<file path="src/rtl/faf_pkg.sv">
package faf_pkg;

	// Sizing of the block.
	localparam int NUM_CAMERAS    = 8;
	localparam int QUEUE_DEPTH    = 16;
	localparam int METADATA_LIMIT = 256 * 1024;

	// Cameras beyond the enable mask are never known.
	localparam int MASK_W      = 8;
	localparam int KNOWN_CAMS  = (NUM_CAMERAS < MASK_W) ? NUM_CAMERAS : MASK_W;
	localparam int CAM_W       = (KNOWN_CAMS > 1) ? $clog2(KNOWN_CAMS) : 1;
	localparam int QPTR_W      = (QUEUE_DEPTH > 1) ? $clog2(QUEUE_DEPTH) : 1;
	localparam int COUNT_W     = $clog2(QUEUE_DEPTH + 1);

	// Fixed field widths.
	localparam int FRAMES_W    = 5;
	localparam int CFG_DATA_W  = 32;
	localparam int CFG_INDEX_W = 2;

	// Operation codes.
	localparam logic [1:0] FUNC_SUBMIT  = 2'd0;
	localparam logic [1:0] FUNC_CLOSE   = 2'd1;
	localparam logic [1:0] FUNC_RELEASE = 2'd2;

	// Reason codes.
	localparam logic [3:0] RSN_OK      = 4'd0;
	localparam logic [3:0] RSN_CLOSED  = 4'd1;
	localparam logic [3:0] RSN_CAMERA  = 4'd2;
	localparam logic [3:0] RSN_BOUNDS  = 4'd3;
	localparam logic [3:0] RSN_META    = 4'd4;
	localparam logic [3:0] RSN_EPOCH   = 4'd5;
	localparam logic [3:0] RSN_SEQ     = 4'd6;
	localparam logic [3:0] RSN_PTS     = 4'd7;
	localparam logic [3:0] RSN_FULL    = 4'd8;
	localparam logic [3:0] RSN_EMPTY   = 4'd9;

	// Configuration register indexes.
	localparam logic [CFG_INDEX_W-1:0] CFG_CAMERA_MASK = 2'd0;
	localparam logic [CFG_INDEX_W-1:0] CFG_MAX_FRAMES  = 2'd1;
	localparam logic [CFG_INDEX_W-1:0] CFG_MAX_BYTES   = 2'd2;
	localparam logic [CFG_INDEX_W-1:0] CFG_MAX_LEN     = 2'd3;

	typedef struct packed {
		logic [1:0]  func;
		logic [7:0]  camera;
		logic [31:0] source_epoch;
		logic [31:0] frame_sequence;
		logic [47:0] pts_us;
		logic [23:0] frame_bytes;
		logic [15:0] frame_width;
		logic [15:0] frame_height;
		logic [23:0] metadata_bytes;
	} req_t;

	typedef struct packed {
		logic        accepted;
		logic [3:0]  reason_code;
		logic [4:0]  frames_queued;
		logic [31:0] bytes_queued;
	} rsp_t;

	typedef struct packed {
		logic [7:0]  camera_enable_mask;
		logic [4:0]  max_queued_frames;
		logic [31:0] max_queued_bytes;
		logic [23:0] max_frame_bytes;
	} cfg_t;

	// Classified item handed from the front end to the back end.
	typedef struct packed {
		logic [1:0]       func;
		logic [3:0]       static_reason;
		logic [CAM_W-1:0] cam;
		logic [31:0]      epoch;
		logic [31:0]      seq;
		logic [47:0]      pts;
		logic [23:0]      len;
	} cmd_t;

endpackage

</file>
<file path="src/rtl/faf_front.sv">
module faf_front (
	input  faf_pkg::req_t req,
	input  faf_pkg::cfg_t cfg,
	output faf_pkg::cmd_t cmd
);
	import faf_pkg::*;

	logic cam_known;
	logic bounds_bad;
	logic meta_bad;

	// Checks that need nothing but the item and the configuration.
	always_comb begin
		cam_known  = (32'(req.camera) < 32'(KNOWN_CAMS)) &&
		             cfg.camera_enable_mask[req.camera[2:0]];
		bounds_bad = (req.source_epoch == 32'd0) || (req.frame_bytes == 24'd0) ||
		             (req.frame_bytes > cfg.max_frame_bytes) ||
		             (req.frame_width == 16'd0) || (req.frame_height == 16'd0);
		meta_bad   = 32'(req.metadata_bytes) > 32'(METADATA_LIMIT);

		cmd.func  = req.func;
		cmd.cam   = req.camera[CAM_W-1:0];
		cmd.epoch = req.source_epoch;
		cmd.seq   = req.frame_sequence;
		cmd.pts   = req.pts_us;
		cmd.len   = req.frame_bytes;
		if (!cam_known) begin
			cmd.static_reason = RSN_CAMERA;
		end else if (bounds_bad) begin
			cmd.static_reason = RSN_BOUNDS;
		end else if (meta_bad) begin
			cmd.static_reason = RSN_META;
		end else begin
			cmd.static_reason = RSN_OK;
		end
	end

endmodule

</file>
<file path="src/rtl/faf_queue.sv">
module faf_queue (
	input  logic          clk,
	input  logic          arst_n,
	input  logic          push,
	input  faf_pkg::cmd_t push_cmd,
	output logic          full,
	input  logic          pop,
	output logic          head_valid,
	output faf_pkg::cmd_t head_cmd
);
	import faf_pkg::*;

	cmd_t       slot_q [2];
	logic       wr_ptr_q;
	logic       rd_ptr_q;
	logic [1:0] cnt_q;

	assign full       = (cnt_q == 2'd2);
	assign head_valid = (cnt_q != 2'd0);
	assign head_cmd   = slot_q[rd_ptr_q];

	always_ff @(posedge clk or negedge arst_n) begin
		if (!arst_n) begin
			wr_ptr_q <= 1'b0;
			rd_ptr_q <= 1'b0;
			cnt_q    <= 2'd0;
		end else begin
			if (push) begin
				wr_ptr_q <= ~wr_ptr_q;
			end
			if (pop) begin
				rd_ptr_q <= ~rd_ptr_q;
			end
			if (push && !pop) begin
				cnt_q <= cnt_q + 2'd1;
			end else if (pop && !push) begin
				cnt_q <= cnt_q - 2'd1;
			end
		end
	end

	always_ff @(posedge clk) begin
		if (push) begin
			slot_q[wr_ptr_q] <= push_cmd;
		end
	end

endmodule

</file>
<file path="src/rtl/faf_back.sv">
module faf_back (
	input  logic          clk,
	input  logic          arst_n,
	input  faf_pkg::cfg_t cfg,
	input  logic          cmd_valid,
	input  faf_pkg::cmd_t cmd,
	output logic          cmd_pop,
	output logic          rsp_valid,
	input  logic          rsp_stall,
	output faf_pkg::rsp_t rsp
);
	import faf_pkg::*;

	typedef enum logic {
		S_FETCH,
		S_EXEC
	} state_t;

	state_t state_q;
	cmd_t   item_q;
	logic   rsp_valid_q;
	rsp_t   rsp_q;

	logic                closed_q;
	logic [KNOWN_CAMS-1:0] epoch_seen_q;
	logic [KNOWN_CAMS-1:0] hist_seen_q;
	logic [31:0]         epoch_tab_q [KNOWN_CAMS];
	logic [31:0]         seq_tab_q   [KNOWN_CAMS];
	logic [47:0]         pts_tab_q   [KNOWN_CAMS];

	logic [23:0]         len_mem [QUEUE_DEPTH];
	logic [23:0]         head_len_q;
	logic [QPTR_W-1:0]   head_q;
	logic [QPTR_W-1:0]   tail_q;
	logic [COUNT_W-1:0]  count_q;
	logic [31:0]         total_q;

	logic               commit;
	logic               ok;
	logic [3:0]         reason;
	logic               do_push;
	logic               do_pop;
	logic               do_close;
	logic               rec_epoch;
	logic               queue_full;
	logic [COUNT_W-1:0] count_nx;
	logic [31:0]        total_nx;

	function automatic logic [QPTR_W-1:0] ptr_inc(input logic [QPTR_W-1:0] p);
		if (32'(p) == QUEUE_DEPTH - 1) begin
			return '0;
		end
		return p + QPTR_W'(1);
	endfunction

	assign cmd_pop   = (state_q == S_FETCH) && cmd_valid;
	assign commit    = (state_q == S_EXEC) && (!rsp_valid_q || !rsp_stall);
	assign rsp_valid = rsp_valid_q;
	assign rsp       = rsp_q;

	always_comb begin
		queue_full = (32'(count_q) >= 32'(cfg.max_queued_frames)) ||
		             (32'(count_q) >= QUEUE_DEPTH) ||
		             ({1'b0, total_q} + 33'(item_q.len) > {1'b0, cfg.max_queued_bytes});
		ok        = 1'b0;
		reason    = RSN_OK;
		do_push   = 1'b0;
		do_pop    = 1'b0;
		do_close  = 1'b0;
		rec_epoch = 1'b0;
		case (item_q.func)
			FUNC_SUBMIT: begin
				if (closed_q) begin
					reason = RSN_CLOSED;
				end else if (item_q.static_reason != RSN_OK) begin
					reason = item_q.static_reason;
				end else if (epoch_seen_q[item_q.cam] &&
				             epoch_tab_q[item_q.cam] != item_q.epoch) begin
					reason = RSN_EPOCH;
				end else begin
					rec_epoch = 1'b1;
					if (hist_seen_q[item_q.cam] && item_q.seq <= seq_tab_q[item_q.cam]) begin
						reason = RSN_SEQ;
					end else if (hist_seen_q[item_q.cam] &&
					             item_q.pts < pts_tab_q[item_q.cam]) begin
						reason = RSN_PTS;
					end else if (queue_full) begin
						reason = RSN_FULL;
					end else begin
						do_push = 1'b1;
						ok      = 1'b1;
					end
				end
			end
			FUNC_CLOSE: begin
				do_close = 1'b1;
				ok       = 1'b1;
			end
			FUNC_RELEASE: begin
				if (count_q == '0) begin
					reason = RSN_EMPTY;
				end else begin
					do_pop = 1'b1;
					ok     = 1'b1;
				end
			end
			default: begin
			end
		endcase

		if (do_push) begin
			count_nx = count_q + COUNT_W'(1);
			total_nx = total_q + 32'(item_q.len);
		end else if (do_pop) begin
			count_nx = count_q - COUNT_W'(1);
			total_nx = total_q - 32'(head_len_q);
		end else begin
			count_nx = count_q;
			total_nx = total_q;
		end
	end

	// Sequencer and result register.
	always_ff @(posedge clk or negedge arst_n) begin
		if (!arst_n) begin
			state_q     <= S_FETCH;
			rsp_valid_q <= 1'b0;
		end else begin
			case (state_q)
				S_FETCH: begin
					if (cmd_valid) begin
						state_q <= S_EXEC;
					end
					if (rsp_valid_q && !rsp_stall) begin
						rsp_valid_q <= 1'b0;
					end
				end
				S_EXEC: begin
					if (commit) begin
						state_q     <= S_FETCH;
						rsp_valid_q <= 1'b1;
						rsp_q       <= '{accepted: ok, reason_code: reason,
						                 frames_queued: FRAMES_W'(count_nx),
						                 bytes_queued: total_nx};
					end
				end
				default: begin
					state_q <= S_FETCH;
				end
			endcase
		end
	end

	// Control state of the admission tables and the length queue.
	always_ff @(posedge clk or negedge arst_n) begin
		if (!arst_n) begin
			closed_q     <= 1'b0;
			epoch_seen_q <= '0;
			hist_seen_q  <= '0;
			head_q       <= '0;
			tail_q       <= '0;
			count_q      <= '0;
			total_q      <= '0;
		end else if (commit) begin
			if (do_close) begin
				closed_q <= 1'b1;
			end
			if (rec_epoch) begin
				epoch_seen_q[item_q.cam] <= 1'b1;
			end
			if (do_push) begin
				hist_seen_q[item_q.cam] <= 1'b1;
				tail_q <= ptr_inc(tail_q);
			end
			if (do_pop) begin
				head_q <= ptr_inc(head_q);
			end
			count_q <= count_nx;
			total_q <= total_nx;
		end
	end

	// Fetched item register and per-camera payload tables; the tables are meaningful only once their seen bit is set.
	always_ff @(posedge clk) begin
		if (cmd_pop) begin
			item_q <= cmd;
		end
		if (commit && rec_epoch) begin
			epoch_tab_q[item_q.cam] <= item_q.epoch;
		end
		if (commit && do_push) begin
			seq_tab_q[item_q.cam] <= item_q.seq;
			pts_tab_q[item_q.cam] <= item_q.pts;
		end
	end

	// Length memory: one write port at the tail, one registered read at the head.
	always_ff @(posedge clk) begin
		if (commit && do_push) begin
			len_mem[tail_q] <= item_q.len;
		end
		head_len_q <= len_mem[head_q];
	end

endmodule

</file>
<file path="src/rtl/frame_admission_filter.sv">
// Frame admission filter: checks camera frame descriptors against per-camera history and queue limits.
// An accepted item passes the two-entry queue, then the back end's fetch and execute steps, which wrap
// the registered read of the length memory; the back end takes no new item until the previous result
// is committed, which a stalled result holds up, while the queue lets input run ahead of it.
// Reset (arst_n, asynchronous, active low) opens ingress, clears all seen bits, empties the
// length queue and restores the configuration registers to their defaults; no clearing pass.
module frame_admission_filter (
	input  logic                                clk,
	input  logic                                arst_n,
	input  logic                                req_valid,
	output logic                                req_stall,
	input  faf_pkg::req_t                       req,
	output logic                                rsp_valid,
	input  logic                                rsp_stall,
	output faf_pkg::rsp_t                       rsp,
	input  logic                                cfg_we,
	input  logic [faf_pkg::CFG_INDEX_W-1:0]     cfg_index,
	input  logic [faf_pkg::CFG_DATA_W-1:0]      cfg_data
);
	import faf_pkg::*;

	// Configuration registers. They are to be written only while the block is idle, so that both
	// halves of the design can read them without any hand-off; the block itself does not enforce this.
	cfg_t cfg_q;

	// Front end output, queue status and the classified item at the queue head.
	cmd_t front_cmd;
	cmd_t head_cmd;
	logic queue_full;
	logic head_valid;
	logic head_pop;
	logic push;

	always_ff @(posedge clk or negedge arst_n) begin
		if (!arst_n) begin
			cfg_q.camera_enable_mask <= 8'hFF;
			cfg_q.max_queued_frames  <= 5'd16;
			cfg_q.max_queued_bytes   <= 32'hFFFF_FFFF;
			cfg_q.max_frame_bytes    <= 24'hFF_FFFF;
		end else if (cfg_we) begin
			case (cfg_index)
				CFG_CAMERA_MASK: cfg_q.camera_enable_mask <= cfg_data[7:0];
				CFG_MAX_FRAMES:  cfg_q.max_queued_frames  <= cfg_data[4:0];
				CFG_MAX_BYTES:   cfg_q.max_queued_bytes   <= cfg_data;
				CFG_MAX_LEN:     cfg_q.max_frame_bytes    <= cfg_data[23:0];
				default: begin
				end
			endcase
		end
	end

	// An item is taken whenever the queue has room; the stall is the queue's
	// full flag and nothing more.
	assign req_stall = queue_full;
	assign push      = req_valid && !queue_full;

	// The front end runs the checks that depend only on the item and the
	// configuration: camera known, length and size bounds, metadata limit.
	faf_front u_front (
		.req (req),
		.cfg (cfg_q),
		.cmd (front_cmd)
	);

	faf_queue u_queue (
		.clk        (clk),
		.arst_n     (arst_n),
		.push       (push),
		.push_cmd   (front_cmd),
		.full       (queue_full),
		.pop        (head_pop),
		.head_valid (head_valid),
		.head_cmd   (head_cmd)
	);

	// The back end owns all item-to-item state: the closed flag, the epoch,
	// sequence and time tables, the length memory and the running totals. It
	// resolves the ordered checks and drives the result register.
	faf_back u_back (
		.clk       (clk),
		.arst_n    (arst_n),
		.cfg       (cfg_q),
		.cmd_valid (head_valid),
		.cmd       (head_cmd),
		.cmd_pop   (head_pop),
		.rsp_valid (rsp_valid),
		.rsp_stall (rsp_stall),
		.rsp       (rsp)
	);

endmodule

</file>
<file path="config.mk">
export PLATFORM = sky130hd
export DESIGN_NAME = frame_admission_filter
export DESIGN_NICKNAME = d
export VERILOG_FILES = /design/src/rtl/faf_pkg.sv /design/src/rtl/faf_front.sv /design/src/rtl/faf_queue.sv /design/src/rtl/faf_back.sv /design/src/rtl/frame_admission_filter.sv
export SDC_FILE = /design/constraint.sdc
export NUM_CORES = 2
export LEC_CHECK = 0
export ABC_AREA = 1
export BUFFER_PORTS_ARGS = -buffer_cell sky130_fd_sc_hd__buf_2
export CAP_MARGIN = 10
export CORE_MARGIN = 2
export CORE_UTILIZATION = 56
export DETAILED_ROUTE_END_ITERATION = 10
export PLACE_DENSITY = 0.76
export SETUP_SLACK_MARGIN = 0.3
export SYNTH_ARGS = -nofsm -noshare
export SYNTH_HDL_FRONTEND = slang
export SYNTH_SLANG_ARGS = --single-unit
</file>
<file path="constraint.sdc">
create_clock -name clk -period 9.29 [get_ports clk]
set_input_delay 0.4645 -clock clk [delete_from_list [all_inputs] [get_ports clk]]
set_output_delay 0.4645 -clock clk [all_outputs]
set_load 0.05 [all_outputs]
</file>
==> flow_summary.yaml <==
sta:
  tns_ps: 0
  skew_ps: 58.2
  slew_viol_final: 0
  whs_ps: 54.8
  finalHoldViolCount: 0
  rsz0062_at_grt: "false"
  min_period_over_period: 0.860
  min_period_ps: 7990
  setup_violations: 0
  fmax_mhz: 125
  relSlewSlack: 0.225
  worst_pin_slew_ps: 1160
detailed_routing:
  antenna_left: 0
  dr.pass1.iters: 6
  wl_per_cell_um: 23.4
  drt_iter0_markers: 6182
  vias: 51200
  vias_per_cell: 5.95
  drcViolationCount: 0
  routed_wl_mm: 201
clocking:
  root_buffer: "clkbuf_16"
  postCtsSetupBuffers: 0
  clk_latency_ps: 840
  cts-resized-gates: 0
  cts_buffers: 184
  h-tree-depth: 4
  cts_buffer_depth: 3
  cts_hold_buf: 167
  clk_pin_slew_ps: 60
  cts_sinks: 1915
  cts_tree: "yes"
setup_path:
  setup.worst_path.class: "reg2reg"
  startpoint_type: "flip-flop"
  critPathArrivalTime_ps: 8400
  endpoint_kind: "flip-flop"
  cp.required_ps: 9700
  worstPathMaxFanout: 70
global_routing:
  grt_pass1_vias: 50500
  grt_usage: 0.282
  grt_overflow: 0
  grt_pass1_wl_mm: 300
  grt_max_degree: 101
  antenna_found_initial: 15
pwr:
  pwr-share-seq: 0.483
  p_leak_uw: 0.0338
  peakVddDrop_v: 0.000296
  clkPwrFrac: 0.289
  switching_share: 0.330
  p_sw_uw: 8550
  combPwrFrac: 0.228
  p_int_uw: 17400
  power.density_mw_per_mm2: 290
  power.total_uw: 25900
floorplan:
  die_x_um: 377
  core-area_sq_mm: 0.138
  dieArea_sq_mm: 0.142
  io_pins: 285
  start_util: 0.566
  die_h_um: 377
  rows: 136
flow_run:
  maxCapViolCount: 0
yosys:
  synth_xor_area_frac: 0.00708
  netlist_instances: 6169
  ys_seq_elements: 1915
  synthSimpleGateAreaFrac: 0.128
  synth-seq-area-share: 0.727
  synth_nets: 6608
  yosys.area_share.adder: 0.0320
  muxShareOfSynthArea: 0.000257
  syn_avg_cell_area_sq_um: 12.6
  syn-cell-area_sq_mm: 0.0780
  synth_cell_types: 60
  synth_edf_count: 1754
  synth_top_family_by_area: "simple AND/OR/NAND/NOR gates"
  synth-compound-area-share: 0.0726
  async_flop_share: 0.0715
  yosys_warnings: 0
  synth_top_flop_cell: "edfxtp_1"
run_status:
  outcome: "complete, no violations"
placed_design:
  dp.cells: 8099
  place_congestion: 0.927
  io_buffer_count: 284
  hpwlAfterDp_mm: 123
finish:
  post-route-util: 0.648
  layout.nets: 7097
  syn_to_final_growth_pct: 14.6
  drive_gt1_frac: 0.117
  finalNonFillerCells: 8611
hold_path:
  hold_path_class: "in2async"
==> area by class of cell <==
class                      instances  area, sq um
sequential                      1915        56700
fill                            9535        48500
multi-input combinational       3606        18900
clock buffer                     248         4970
timing repair buffer             550         3910
tap                             1794         2240
inverter                         401         1530
clock inverter                    94         1100
antenna                            3         7.51
==> layer usage <==
metal | global-route usage | up-vias | part of all wire
li1 | - | 23000 | -
met4 | 0.125 | 8 | 0.044
met3 | 0.0516 | 462 | 0.098
met5 | 0 | - | 0.00027
met2 | 0.463 | 2689 | 0.48
met1 | 0.369 | 25100 | 0.38
==> power groups by stage <==
stage	clock, uW	sequential (uW)	combinational, uW
3_3_place_gp	0	12600	5610
4_1_cts	7560	12500	5900
6_report	7500	12500	5920
2_1_floorplan	0	12400	3770
5_1_grt	7880	12600	6580
3_5_place_dp	0	12700	5780
==> worst max-delay path: stages, from the launching register on <==
cell      delay (ps)
edfxtp_1         820
inv_6            380
nand3_2          360
clkinv_2         660
buf_4            480
a22o_1           220
a221oi_1         250
nand4_1          150
inv_1             90
ha_1             140
nand2_1           70
nor3_1           400
nand2_1          200
nor4b_1          300
nand2_1          110
nand2_1           90
nand3_1          170
nor2_4           140
nand2_1          470
buf_4            400
nor2_4           770
buf_4            810
==> metrics by stage <==
stage,setup slack (ps),area (sq um)
2_1_floorplan,337,78000
6_report,1300,89400
3_3_place_gp,1570,81600
4_1_cts,1370,89400
3_5_place_dp,1470,81600
5_1_grt,849,89400
==> registers in the layout (all words and copies together) (netlist names), 42 cells and up <==
signal              count
u_back.len_mem        384
u_back.pts_tab_q      384
u_queue.slot_q        288
u_back.epoch_tab_q    256
u_back.seq_tab_q      256
u_back.item_q         144
cfg_q                  69
u_back.rsp             42
==> synth_stat cells (all sizes together) (2+ instances only) <==
master,n,area [sq um]
edfxtp,1754,52700
nand2,1746,6560
inv,400,1510
o21ai,292,1460
nor2,280,1060
a21oi,259,1300
ha,196,2450
nand3,170,911
clkbuf,164,616
nand4,122,763
a22oi,103,773
buf,83,450
a221oi,82,718
dfrtp,72,1800
a22o,68,596
dfstp,65,1710
xor2,46,403
nor4,36,225
and2,33,206
o22ai,30,188
dfxtp,24,480
o221ai,21,184
nor3,17,85.1
xnor2,17,149
or2,12,75.1
o21bai,11,82.6
a21o,10,75.1
nand3b,9,67.6
o21a,8,60.1
a31oi,7,43.8
o211ai,7,52.6
a211oi,3,22.5
a21boi,2,15.0
fa,2,40.0
mux2i,2,20.0
o2111ai,2,17.5
o31ai,2,15.0
or3,2,12.5
==> kinds of logic (layout without fill, tap and decap cells) <==
family / count (synthesis) / in the layout
AOI/OAI and AO/OA: 913 / 913
muxes: 2 / 2
DFF: 1915 / 1915
adders and majority gates: 198 / 198
xor gates and xnor gates: 63 / 63
buffers and inverters: 648 / 1293
and+or+nand+nor: 2430 / 2430
other: 0 / 3
==> path summary, 6_finish.rpt <==
check,depth (start not counted),startpoint,slack (ps),end
setup / recovery,21,u_back.item_q[136]$_DFFE_PP_,1300,u_back.pts_tab_q[5][30]$_DFFE_PP_
hold / removal,2,arst_n,50,u_back.rsp_valid$_DFFE_PN0P_
setup reg to reg,21,u_back.item_q[136]$_DFFE_PP_,1300,u_back.pts_tab_q[5][30]$_DFFE_PP_
hold reg to reg,2,u_back.hist_seen_q[5]$_DFFE_PN0P_,470,u_back.hist_seen_q[5]$_DFFE_PN0P_
max in group asynchronous,3,arst_n,8000,u_queue.rd_ptr_q$_DFFE_PN0P_
min in group clk,3,cfg_data[5],60,cfg_q[5]$_DFFE_PN1P_
==> cell usage in the layout, fill, tap and decap left out, drive strengths merged, types with 122 or more instances in the layout <==
cell type and instances:
nor2 280, a21oi 259, ha 196, nand3 170, clkbuf 248, buf 383
edfxtp 1754, nand2 1746, o21ai 292, dlygate4sd3 167, inv 405, nand4 122
No activity file was read; power rests on OpenSTA's default activity.
